**src/hw/rtl/hec_pkg.sv**
```systemverilog
package hec_pkg;

	// widths of the item fields and the length register
	localparam int MAX_DATA_BITS   = 57;
	localparam int MSG_W           = 57;
	localparam int CODE_W          = 63;
	localparam int SYN_W           = 6;
	localparam int CFG_W           = 6;
	localparam int DATA_BITS_RESET = 4;

	// item modes
	localparam logic MODE_ENCODE = 1'b0;
	localparam logic MODE_DECODE = 1'b1;

	// stage 1 to stage 2: placed or masked codeword
	typedef struct packed {
		logic              mode;
		logic [CODE_W-1:0] code;
		logic [SYN_W-1:0]  len;
	} hec_s1_t;

	// stage 2 to stage 3: codeword plus syndrome
	typedef struct packed {
		logic              mode;
		logic [CODE_W-1:0] code;
		logic [SYN_W-1:0]  len;
		logic [SYN_W-1:0]  syn;
	} hec_s2_t;

	// bit index in the codeword of message bit k (k-th non-power-of-two position)
	function automatic int msg_bit_pos(input int k);
		int cnt;
		int res;
		cnt = 0;
		res = 0;
		for (int p = 3; p <= CODE_W; p++) begin
			if ((p & (p - 1)) != 0) begin
				if (cnt == k) begin
					res = p - 1;
				end
				cnt++;
			end
		end
		return res;
	endfunction

	// code positions covered by parity bit i
	function automatic logic [CODE_W-1:0] cover_mask(input int i);
		logic [CODE_W-1:0] msk;
		msk = '0;
		for (int b = 0; b < CODE_W; b++) begin
			msk[b] = (((b + 1) >> i) & 1) != 0;
		end
		return msk;
	endfunction

	// code length n = m + r for a clamped message length m
	function automatic logic [SYN_W-1:0] code_len(input logic [CFG_W-1:0] m);
		logic [SYN_W-1:0] r;
		if (m <= CFG_W'(1)) begin
			r = SYN_W'(2);
		end else if (m <= CFG_W'(4)) begin
			r = SYN_W'(3);
		end else if (m <= CFG_W'(11)) begin
			r = SYN_W'(4);
		end else if (m <= CFG_W'(26)) begin
			r = SYN_W'(5);
		end else begin
			r = SYN_W'(6);
		end
		return SYN_W'(m) + r;
	endfunction

endpackage

```
**src/hw/rtl/hec_syndrome.sv**
```systemverilog
module hec_syndrome import hec_pkg::*; (
	input  logic    clk,
	input  logic    arst_n,
	input  logic    up_valid,
	output logic    up_ready,
	input  hec_s1_t up_data,
	output logic    dn_valid,
	output hec_s2_t dn_data,
	input  logic    dn_ready
);

	logic [SYN_W-1:0] syn;
	logic             valid_s2;
	hec_s2_t          data_s2;

	// one xor tree per parity bit over the covered positions
	always_comb begin
		for (int i = 0; i < SYN_W; i++) begin
			syn[i] = ^(up_data.code & cover_mask(i));
		end
	end

	assign up_ready = !valid_s2 || dn_ready;

	always_ff @(posedge clk or negedge arst_n) begin
		if (!arst_n) begin
			valid_s2 <= 1'b0;
		end else if (up_ready) begin
			valid_s2 <= up_valid;
		end
	end

	always_ff @(posedge clk) begin
		if (up_ready && up_valid) begin
			data_s2.mode <= up_data.mode;
			data_s2.code <= up_data.code;
			data_s2.len  <= up_data.len;
			data_s2.syn  <= syn;
		end
	end

	assign dn_valid = valid_s2;
	assign dn_data  = data_s2;

endmodule

```
**config.mk**
```make
export PLATFORM = sky130hd
export DESIGN_NAME = hec_syndrome
export DESIGN_NICKNAME = d
export VERILOG_FILES = /design/src/hw/rtl/hec_pkg.sv /design/src/hw/rtl/hec_syndrome.sv
export SDC_FILE = /design/constraint.sdc
export NUM_CORES = 1
export LEC_CHECK = 0
export BUFFER_PORTS_ARGS = -buffer_cell sky130_fd_sc_hd__buf_2
export CELL_PAD_IN_SITES_DETAIL_PLACEMENT = 1
export CELL_PAD_IN_SITES_GLOBAL_PLACEMENT = 1
export CORE_MARGIN = 10
export CORE_UTILIZATION = 41
export DETAILED_ROUTE_END_ITERATION = 8
export PLACE_DENSITY = 0.82
export RECOVER_POWER = 25
export SETUP_SLACK_MARGIN = 0.02
export SYNTH_ARGS = -nofsm -noshare
export SYNTH_HDL_FRONTEND = slang
export SYNTH_SLANG_ARGS = --single-unit
```
**constraint.sdc**
```tcl
create_clock -name clk -period 8.3 [get_ports clk]
set_input_delay 0.415 -clock clk [delete_from_list [all_inputs] [get_ports clk]]
set_output_delay 0.415 -clock clk [all_outputs]
set_load 0.1 [all_outputs]
```
==> metrics list <==
* Core Footprint: 8180 um2
- Status: finished clean
* Part of the Yosys area used for sequential elements: 67.3%
* CP Class: in -> reg
* Layout Area Growth over Synthesis: 30.9%
- Die Ht: 111 um
- DRC marker count from the first detailed-route iteration: 54
- On the final layout, the worst clock skew is 0.00633 ns.
- Setup total negative slack on the finished layout was measured at 0 ns.
* Number of antenna violations at the first check in global routing: 0
- Slowest cell on the critical path: sky130_fd_sc_hd__xnor3_1
* Worst hold slack: 0.234 ns
* Rows: 33
* Register-to-Register Path Depth: 2
- Walking the worst path, the cells encountered are clkbuf_1 -> xnor3_1 -> xnor3_2 -> xnor3_1 -> xnor2_1 -> xnor2_1.
- The worst path uses 22.8% of the clock period.
* Worst r2r src: dn_valid
- Ratio of total power to cell area: 301 nW/um2
- Worst-case register-to-register setup slack: 6.57 ns
- Worst IR Drop VDD: 126 uV
- Number of optimization iterations in the first detailed-route pass: 4
- The via count of the first global-routing pass is 2450.
* Cells resized by post-CTS repair: 0
- In the final routed layout, each cell accounts on average for 19.6 um.
* NumNets Final: 420
- The tree built by TritonCTS fans out to 77 sinks.
* Path class of the lowest-slack min-delay path: in -> reg
- Cells with a size suffix above 1 make up 34.8% of the layout.
* Post-synthesis average cell area: 18.7 um2
* Full die area: 12400 um2
- The number of antenna diodes in the final layout is 0.
- Largest net degree at the start of global routing: 77
- First-pass GRT wire length: 14100 um
- For this run, the top clock speed supported by timing is 529 MHz.
- Highest net fanout along the worst path: 3
- Final-report setup violation count: 0
- CP Depth: 6
* Distinct cells, synth: 11
- Unrepaired setup endpoints after global routing: no
* Crit path largest cell delay: 0.49 ns
- The worst setup path is launched from an input pin.
* Final-report max-slew violation count: 0
- Sum of overflow across all layers after global routing: 0
- Multi-input combinational cell area: 1120 um2
- Counting the fill cells in the layout gives 868.
* Post-synthesis instance area: 3430 um2
- Gate family responsible for the most delay along the worst path: XOR/XNOR gates
- Count of hold buffers inserted by post-cts repair: 1
- Post-CTS Setup Inserts: 0
- Max-cap violations in this run came to 0.
* Measured slew at the worst slew-check pin: 1.01 ns
- Post-synthesis cell count: 183
* Crit path DAT: 1.99 ns
- Detailed routing inserted a total of 2053 vias.
- Port Buffer Count: 151
- Worst endpoint required time: 8.40 ns
* Clock tree root buffer cell: sky130_fd_sc_hd__clkbuf_8
- Maximum buffer depth of the clock tree: 2
* CTS buffer count: 9
- The HPWL after detailed placement is 7140 um.
* Initial standard-cell utilization of the core: 41.9%
- Non-Filler Instances: 456
- Once detail routing completed, the nets flagged for antenna violations numbered 0.
- H-tree depth: 3
* Via-to-Cell Ratio: 4.50
- CP endpoint kind: flip-flop
- Aggregate global-route resource usage: 14.5%
* Register Area: 2310 um2
- The final hold violation count is 0.
- Placed Cells incl. Taps: 439
* Weighted congestion reported at the end of routability-driven placement: 0.765
- Wires add up to 8940 um.
- Number of buffers and inverters on the critical path: 1
* Capturing point of the worst reg2reg path: dn_data[64]
* Setup crit end: dn_data[2]
- Clock network latency to the later pin of the worst-skew pair: 0.34 ns
- Slew HR: 32.4%
- After synthesis the netlist holds a flip-flop and latch count of 77.
* Post-route DRC: 0
* Worst setup path startpoint: up_data[58]
* Reg clk slew, reported paths: 0.09 ns
- I/O pin total: 152
- For the finished layout, the period the worst path requires is 1.89 ns.
* Total number of yosys warnings: 0
* TritonCTS clock tree: built
* End-of-flow core utilization: 54.9%
- In this run the horizontal extent of the chip is 111 um.
* Post-Synthesis Net Count: 257
* Pleak: 1.73 nW
[report_power, final]
| group | total (mW) | switching [mW] | internal, mW |
|---|---|---|---|
| Sequential | 0.490 | 0.00823 | 0.482 |
| Clock | 0.318 | 0.147 | 0.171 |
| Combinational | 0.543 | 0.384 | 0.158 |
| Total | 1.35 | 0.540 | 0.811 |
[how the worst min path moves through the flow]
stage,from,endpoint,slack [ns],depth (start not counted)
global placement,arst_n,dn_valid,0.19,1
finish,up_data[69],dn_data[75],0.23,1
CTS,up_data[69],dn_data[75],0.22,1
global route,up_data[5],dn_data[11],0.21,1
floorplan,arst_n,dn_valid,0.12,0
detailed placement,arst_n,dn_valid,0.19,1
[layout by cell type (no fill, tap or decap)]
cell type	Yosys	final
sky130_fd_sc_hd__dlygate4sd3_1	0	1
sky130_fd_sc_hd__clkbuf_1	0	50
sky130_fd_sc_hd__clkbuf_8	0	9
sky130_fd_sc_hd__xnor3_1	11	11
sky130_fd_sc_hd__clkinv_2	0	1
sky130_fd_sc_hd__bufinv_16	0	2
sky130_fd_sc_hd__xnor2_4	1	1
sky130_fd_sc_hd__xnor3_2	1	1
sky130_fd_sc_hd__dfrtp_1	1	1
sky130_fd_sc_hd__buf_2	0	101
sky130_fd_sc_hd__and2_4	0	1
sky130_fd_sc_hd__nand2b_1	2	2
sky130_fd_sc_hd__xnor2_1	75	75
sky130_fd_sc_hd__xor2_1	13	13
sky130_fd_sc_hd__inv_6	0	1
sky130_fd_sc_hd__edfxtp_1	76	76
sky130_fd_sc_hd__xor2_2	1	1
sky130_fd_sc_hd__clkinv_4	0	2
sky130_fd_sc_hd__xnor2_2	1	1
sky130_fd_sc_hd__clkinvlp_4	0	1
[synth_stat cells (all sizes together)]
cell,instances,area [um2]
and2,1,6.26
dfrtp,1,25.0
edfxtp,76,2280
nand2b,2,12.5
xnor2,77,701
xnor3,12,272
xor2,14,130
[layer usage]
metal	track usage, %	routed length, um	vias to the layer above
met1	16.5	3540	983
met4	4.20	74	0
met2	24.1	4460	91
li1	-	-	972
met3	6.55	864	7
met5	0	0	-
[registers in the layout, summed over array words and instances, names as in the netlist]
| signal | count |
|---|---|
| dn_data | 76 |
| dn_valid | 1 |
[cell families (layout without fill, tap and decap cells)]
group | Yosys count | count (layout) | synth area share (%)
buf+inv | 0 | 168 | 0
xor+xnor | 103 | 103 | 32.2
flops | 77 | 77 | 67.3
simple gates | 3 | 3 | 0.548
[final cells by class]
cell class              count  area share, %
well taps                 105           2.93
flip-flops and latches     77           51.4
multi-input cells         106           25.0
repair buffers            152           15.7
clock inverters             7           2.20
clock buffers               9           2.76
[metrics by stage]
stage                     cell area [um2]  power [mW]  worst slack [ns]
after floorplan                      3430       0.950              4.30
after global placement               4320        1.04              6.17
after detailed placement             4320        1.05              6.10
after CTS                            4550        1.37              6.48
after global routing                 4490        1.41              6.32
final                                4490        1.35              6.41
No activity file was read; power rests on OpenSTA's default activity.
