**src/hw/rtl/hec_pkg.sv**
```systemverilog
package hec_pkg;

	// widths of the item fields and the length register
	localparam int MAX_DATA_BITS   = 57;
	localparam int MSG_W           = 57;
	localparam int CODE_W          = 63;
	localparam int SYN_W           = 6;
	localparam int CFG_W           = 6;
	localparam int DATA_BITS_RESET = 4;

	// item modes
	localparam logic MODE_ENCODE = 1'b0;
	localparam logic MODE_DECODE = 1'b1;

	// stage 1 to stage 2: placed or masked codeword
	typedef struct packed {
		logic              mode;
		logic [CODE_W-1:0] code;
		logic [SYN_W-1:0]  len;
	} hec_s1_t;

	// stage 2 to stage 3: codeword plus syndrome
	typedef struct packed {
		logic              mode;
		logic [CODE_W-1:0] code;
		logic [SYN_W-1:0]  len;
		logic [SYN_W-1:0]  syn;
	} hec_s2_t;

	// bit index in the codeword of message bit k (k-th non-power-of-two position)
	function automatic int msg_bit_pos(input int k);
		int cnt;
		int res;
		cnt = 0;
		res = 0;
		for (int p = 3; p <= CODE_W; p++) begin
			if ((p & (p - 1)) != 0) begin
				if (cnt == k) begin
					res = p - 1;
				end
				cnt++;
			end
		end
		return res;
	endfunction

	// code positions covered by parity bit i
	function automatic logic [CODE_W-1:0] cover_mask(input int i);
		logic [CODE_W-1:0] msk;
		msk = '0;
		for (int b = 0; b < CODE_W; b++) begin
			msk[b] = (((b + 1) >> i) & 1) != 0;
		end
		return msk;
	endfunction

	// code length n = m + r for a clamped message length m
	function automatic logic [SYN_W-1:0] code_len(input logic [CFG_W-1:0] m);
		logic [SYN_W-1:0] r;
		if (m <= CFG_W'(1)) begin
			r = SYN_W'(2);
		end else if (m <= CFG_W'(4)) begin
			r = SYN_W'(3);
		end else if (m <= CFG_W'(11)) begin
			r = SYN_W'(4);
		end else if (m <= CFG_W'(26)) begin
			r = SYN_W'(5);
		end else begin
			r = SYN_W'(6);
		end
		return SYN_W'(m) + r;
	endfunction

endpackage

```
**src/hw/rtl/hec_correct.sv**
```systemverilog
module hec_correct import hec_pkg::*; (
	input  logic              clk,
	input  logic              arst_n,
	input  logic              up_valid,
	output logic              up_ready,
	input  hec_s2_t           up_data,
	output logic              dn_valid,
	output logic [CODE_W-1:0] code_out,
	output logic [SYN_W-1:0]  error_position,
	output logic              position_out_of_range,
	input  logic              dn_ready
);

	logic [CODE_W-1:0] code_d;
	logic [SYN_W-1:0]  err_d;
	logic              oor_d;
	logic              valid_s3;
	logic [CODE_W-1:0] code_s3;
	logic [SYN_W-1:0]  err_s3;
	logic              oor_s3;

	// encode: drop parity into power-of-two slots; decode: flip named position if in range
	always_comb begin
		code_d = up_data.code;
		err_d  = '0;
		oor_d  = 1'b0;
		if (up_data.mode == MODE_ENCODE) begin
			for (int i = 0; i < SYN_W; i++) begin
				code_d[(1 << i) - 1] = up_data.syn[i];
			end
		end else begin
			err_d = up_data.syn;
			if (up_data.syn > up_data.len) begin
				oor_d = 1'b1;
			end else if (up_data.syn != '0) begin
				code_d = up_data.code ^ (CODE_W'(1) << (up_data.syn - SYN_W'(1)));
			end
		end
	end

	// output register
	assign up_ready = !valid_s3 || dn_ready;

	always_ff @(posedge clk or negedge arst_n) begin
		if (!arst_n) begin
			valid_s3 <= 1'b0;
		end else if (up_ready) begin
			valid_s3 <= up_valid;
		end
	end

	always_ff @(posedge clk) begin
		if (up_ready && up_valid) begin
			code_s3 <= code_d;
			err_s3  <= err_d;
			oor_s3  <= oor_d;
		end
	end

	assign dn_valid              = valid_s3;
	assign code_out              = code_s3;
	assign error_position        = err_s3;
	assign position_out_of_range = oor_s3;

endmodule
```
**config.mk**
```make
export PLATFORM = sky130hd
export DESIGN_NAME = hec_correct
export DESIGN_NICKNAME = d
export VERILOG_FILES = /design/src/hw/rtl/hec_pkg.sv /design/src/hw/rtl/hec_correct.sv
export SDC_FILE = /design/constraint.sdc
export NUM_CORES = 1
export LEC_CHECK = 0
export ABC_AREA = 1
export BUFFER_PORTS_ARGS = -buffer_cell sky130_fd_sc_hd__buf_2
export CAP_MARGIN = 15
export CORE_MARGIN = 10
export CORE_UTILIZATION = 54
export CTS_BUF_LIST = sky130_fd_sc_hd__clkbuf_16
export DETAILED_ROUTE_END_ITERATION = 10
export PLACE_DENSITY = 0.95
export SLEW_MARGIN = 20
export SYNTH_ARGS = -nofsm -noshare
export SYNTH_HDL_FRONTEND = slang
export SYNTH_SLANG_ARGS = --single-unit
```
**constraint.sdc**
```tcl
create_clock -name clk -period 11.85 [get_ports clk]
set_input_delay 1.7775 -clock clk [delete_from_list [all_inputs] [get_ports clk]]
set_output_delay 1.7775 -clock clk [all_outputs]
set_load 0.005 [all_outputs]
```
==> results.toml, run 1 <==
[setup_path]
start_kind = "primary input"
path_class = "primary input to flip-flop"
r2r_slack_ps = 10180
arrival_ps = 4270
crit_required_ps = 11930
startpoint = "up_data[4]"
worstSetupEndpoint = "code_out[53]"
crit_path_end_kind = "flip-flop"
reg2regPathDepth = 2
reg2reg_to = "code_out[34]"
r2r-start = "dn_valid"
crit_fanout = 39

[clock_tree]
clkSlewWorstSetupHoldPaths_ps = 50
clock-root-buffer = "clkbuf_16"
cts_tree = "built"
postCtsSetupBuffers = 0
cts_resized = 0
htree_levels = 3
cts_made_buffers = 9
cts_sinks = 71
clockBufferDepth = 2
worstSkewPairLatency_ps = 330
hold_buffers = 0

[routing]
vias_per_cell = 5.27
post_drt_wl_per_cell_um = 15.9
drc = 0
drt-initial-drc-count = 418
num_vias = 3977
finalWirelength_um = 12000
antenna_left = 0
first_pass_iters = 6

[grt]
grt_pass1_vias = 3866
grt_pass1_wl_um = 18500
track_usage_pct = 20.0
gr-total-overflow = 0
antenna_found_initial = 0
grt_max_degree = 71

[timing]
fin_hold_ws_ps = 575
setup_viol = 0
period_needed_ps = 4190
layout_setup_ws_ps = 7660
finalCritPeriodShare_pct = 35.3
rsz0062_at_grt = "false"
worstMarginPinSlew_ps = 886
finalMaxSlewViolations = 0
fin_skew_ps = 4.56
fin_tns_setup_ps = 0
max_freq_ghz = 0.239
relSlewSlack_pct = 40.9
hold_violations = 0

[layout]
post_route_cells_drive_above_1_share_pct = 27.6
syn_to_final_growth_pct = 26.4
fillers = 595
final_common_cell = "buf_2"
fin_nets = 732
final_cell_mix = "151 x buf_2, 145 x nand2_1, 71 x inv_1"

[floorplanning]
die_w_um = 108
ioPinCount = 152
dieArea_mm2 = 0.0117
die_y_um = 108
core-area_mm2 = 0.00765
rows = 32
initial_utilization_pct = 54.7

[place]
gp_congestion = 0.881
port_buffers = 151
dp_slack_ps = 6970
place_hpwl_um = 9280

[yosys]
ys_seq_area_share_pct = 50.9
yosysWarnings = 0
synth_top_family_by_area = "simple AND/OR/NAND/NOR gates"
muxShareOfSynthArea_pct = 0
synth-xor-area-share_pct = 3.98
ys_ff_latch = 71
synth_cells = 500
netlist_area_mm2 = 0.00418
synth_compound_area_share_pct = 2.21
synth_cell_type_count = 28
synthAdderAreaFrac_pct = 1.80
avgSynthCellArea_um2 = 8.36
syn_nets = 586
yosys.area_share.simple_pct = 32.2

[power_and_ir_drop]
combPwrFrac_pct = 14.3
power.density_mw_per_mm2 = 124
switching_share_pct = 25.3
clkPwrFrac_pct = 40.1
total_leakage_power_uw = 0.00253
internal_power_uw = 488
switching_power_uw = 166
peakVddDrop_uv = 76.1
sequentialPowerShare_pct = 45.6

[status]
status = "finished, final reports clean"

[worst_hold_path]
hp-class = "flip-flop to flip-flop"

[flow_run]
drv_cap = 0
-- kinds of logic (layout without fill, tap and decap cells) --
kind of cell,Yosys count,after routing
buffers and inverters,92,243
other,0,1
AND/OR/NAND/NOR,294,294
XOR/XNOR,19,19
AO/OA/AOI/OAI,18,18
flip-flops,71,71
adder cells (fa/ha/maj),6,6
-- power by group through the flow --
| stage | clock network, µW | registers (µW) | logic [µW] |
|---|---|---|---|
| after floorplan | 0 | 306 | 49.1 |
| after detailed placement | 0 | 303 | 93.1 |
| after CTS | 265 | 298 | 93.5 |
| after global placement | 0 | 302 | 88.2 |
| after global routing | 274 | 299 | 105 |
| final | 262 | 298 | 93.7 |
-- synthesized netlist by cell type, drive strengths merged --
cell type  count  share of area (%)
nand2        149                 14
inv           73                6.6
edfxtp        70                 50
nor2          51                5.6
nand3         49                6.0
nand4         23                3.4
o21ai         15                1.8
nand3b        14                2.5
buf           13                1.9
xnor2         13                2.7
nor3           7               0.84
ha             6                1.8
xor2           6                1.3
clkbuf         4               0.36
a21oi          2               0.24
clkinv         2               0.18
a21o           1               0.18
dfrtp          1               0.60
nor4           1               0.15
-- registers in the layout, indices dropped and copies added, names as in the netlist --
register               count
dn_valid                   1
code_out                  63
error_position             6
position_out_of_range      1
-- metal layers --
layer,GRT usage [%],wire length [µm],vias up
met5,0,0,-
met4,9.26,238,0
met3,7.08,1330,24
met2,34.7,6060,218
met1,21.4,4350,1805
li1,-,-,1930
-- critical path, cell delays in order --
cell and delay (ps):
buf_2 190, ha_1 320, nand2_1 70, nor2_1 150, nand3_1 110, nand2_2 490, inv_1 180, nor2_2 660
nand3_1 150, nand2_1 100, nand2_1 60
-- area by class of cell --
type | instances | area, µm² | share of cell area, %
diodes | 1 | 2.50 | 0.0473
clock buffers | 9 | 225 | 4.26
clock inverters | 7 | 65.1 | 1.23
inverters | 75 | 282 | 5.33
multi-input cells | 337 | 1690 | 32.0
flip-flops and latches | 71 | 2130 | 40.2
well taps | 102 | 128 | 2.41
repair buffers | 152 | 763 | 14.4
-- how the worst min path moves through the flow --
stage             start       end  cells past startpoint
2_1_floorplan  dn_valid  dn_valid                      2
3_3_place_gp   dn_valid  dn_valid                      2
3_5_place_dp   dn_valid  dn_valid                      2
4_1_cts        dn_valid  dn_valid                      2
5_1_grt        dn_valid  dn_valid                      2
6_report       dn_valid  dn_valid                      2
-- per-stage QoR --
step / cells / power (µW) / cell area (µm²) / utilization [%]
final: 754 / 653 / 5290 / 69.1
after CTS: 753 / 656 / 5280 / 69.0
after floorplan: 500 / 356 / 4180 / -
after detailed placement: 737 / 396 / 4990 / 65.2
after global routing: 753 / 678 / 5280 / 69.1
after global placement: 737 / 390 / 4990 / 65.2
No activity file was read; power rests on OpenSTA's default activity.
==> run 2: changes to the inputs <==
- CORE_UTILIZATION: 54 -> 50
- PLACE_DENSITY: 0.95 -> 0.92
- clock period: 11.85 -> 4.2 ns (I/O delays scaled with it)
==> results.toml, run 2 (same netlist as run 1, synthesis figures left out) <==
[timing]
relSlewSlack_pct = 38.5
finalCritPeriodShare_pct = 62.9
hold_violations = 0
fin_skew_ps = 8.46
fin_tns_setup_ps = 0
worstMarginPinSlew_ps = 923
rsz0062_at_grt = "false"
period_needed_ps = 2640
max_freq_ghz = 0.378
setup_viol = 0
finalMaxSlewViolations = 0

[layout]
largest_register_ff_count = 63
n_antenna_cell = 0
final_common_cell = "buf_2"
stdcell_count = 757
syn_to_final_growth_pct = 26.6
fillers = 672
fin_area_mm2 = 0.00529
final_cell_mix = "151 x buf_2, 146 x nand2_1, 71 x inv_1"
fin_nets = 733
post_route_cells_drive_above_1_share_pct = 27.6
post-route-util_pct = 64.7

[routing]
vias_per_cell = 5.29
num_vias = 4008
antenna_left = 0
finalWirelength_um = 12400
drt-initial-drc-count = 447
drc = 0
post_drt_wl_per_cell_um = 16.3
first_pass_iters = 6

[clock_tree]
hold_buffers = 0
clockBufferDepth = 2
cts_made_buffers = 9
worstSkewPairLatency_ps = 330
postCtsSetupBuffers = 0
clkSlewWorstSetupHoldPaths_ps = 60
htree_levels = 3
cts_tree = "built"
cts_resized = 0
cts_sinks = 71
clock-root-buffer = "clkbuf_16"

[floorplanning]
initial_utilization_pct = 51.1
die_y_um = 111
dieArea_mm2 = 0.0124
die_w_um = 111
ioPinCount = 152
rows = 33
core-area_mm2 = 0.00818

[place]
gp_congestion = 0.856
place_hpwl_um = 9550
port_buffers = 151
place_inst = 741
dpl_cell_area_mm2 = 0.00500

[grt]
grt_pass1_wl_um = 19500
antenna_found_initial = 0
gr-total-overflow = 0
track_usage_pct = 19.2
grt_max_degree = 71
grt_pass1_vias = 3883

[power_and_ir_drop]
clkPwrFrac_pct = 40.3
sequentialPowerShare_pct = 45.2
internal_power_uw = 1380
switching_power_uw = 477
peakVddDrop_uv = 178
total_leakage_power_uw = 0.00255
power.density_mw_per_mm2 = 351
combPwrFrac_pct = 14.4
power.total_uw = 1860
switching_share_pct = 25.7

[setup_path]
r2r_slack_ps = 2510
crit_path_end_kind = "flip-flop"
crit_required_ps = 4290
crit_fanout = 38
path_class = "primary input to flip-flop"
reg2regPathDepth = 2
reg2reg_to = "code_out[34]"
r2r-start = "dn_valid"
start_kind = "primary input"
arrival_ps = 2730

[status]
status = "finished, final reports clean"

[worst_hold_path]
hp-class = "primary input to async pin"

[flow_run]
drv_cap = 0
-- run 2: cell count changes in the layout (fill, tap and decap cells not counted), sizes merged --
cell and change:
clkinv +2, clkinvlp -3, buf +1, diode -1
inv +1
-- run 2: layout make-up --
type,count,area (µm²),area share (%)
clock buffer,9,225,4.26
multi-input combinational,337,1690,31.9
tap,105,131,2.48
sequential,71,2130,40.2
timing repair buffer,153,771,14.6
clock inverter,7,65.1,1.23
inverter,75,282,5.32
-- run 2: how the worst max path moves through the flow --
stage / start / to
6_report: up_data[3] / code_out[14]
5_1_grt: up_data[3] / code_out[11]
4_1_cts: up_data[3] / code_out[14]
3_5_place_dp: up_data[3] / code_out[11]
3_3_place_gp: up_data[3] / code_out[30]
2_1_floorplan: dn_ready / code_out[0]
-- run 2: critical path, stage by stage --
cell and delay [ps]:
buf_2 210, ha_1 350, nand2_1 50, nor2_1 120, nand3_1 100, nand2_1 110, buf_4 340, nand2_1 170
nor2_1 380, nand2_1 110, nand2_1 80, nand2_1 50
-- run 2: routing by layer --
| metal | part of all wire (%) | routed length [µm] | GRT usage (%) |
|---|---|---|---|
| met4 | 2.0 | 245 | 8.74 |
| met3 | 9.4 | 1160 | 5.37 |
| met1 | 39 | 4850 | 22.5 |
| met5 | 0 | 0 | 0 |
| met2 | 49 | 6100 | 32.1 |
-- run 2: metrics by stage --
| step | hold WS [ps] | worst slack, ps |
|---|---|---|
| finish | 68.7 | 1560 |
| global route | 62.7 | 1320 |
| CTS | 62.9 | 1620 |
| global placement | 404 | 1460 |
| floorplan | 334 | 1040 |
| detailed placement | 407 | 1280 |
-- run 2: power by group through the flow --
| stage | Sequential (µW) | Clock, µW | Combinational, µW |
|---|---|---|---|
| after floorplan | 862 | 0 | 139 |
| after global placement | 853 | 0 | 252 |
| after detailed placement | 855 | 0 | 267 |
| after CTS | 840 | 751 | 268 |
| after global routing | 843 | 793 | 299 |
| final | 840 | 749 | 268 |
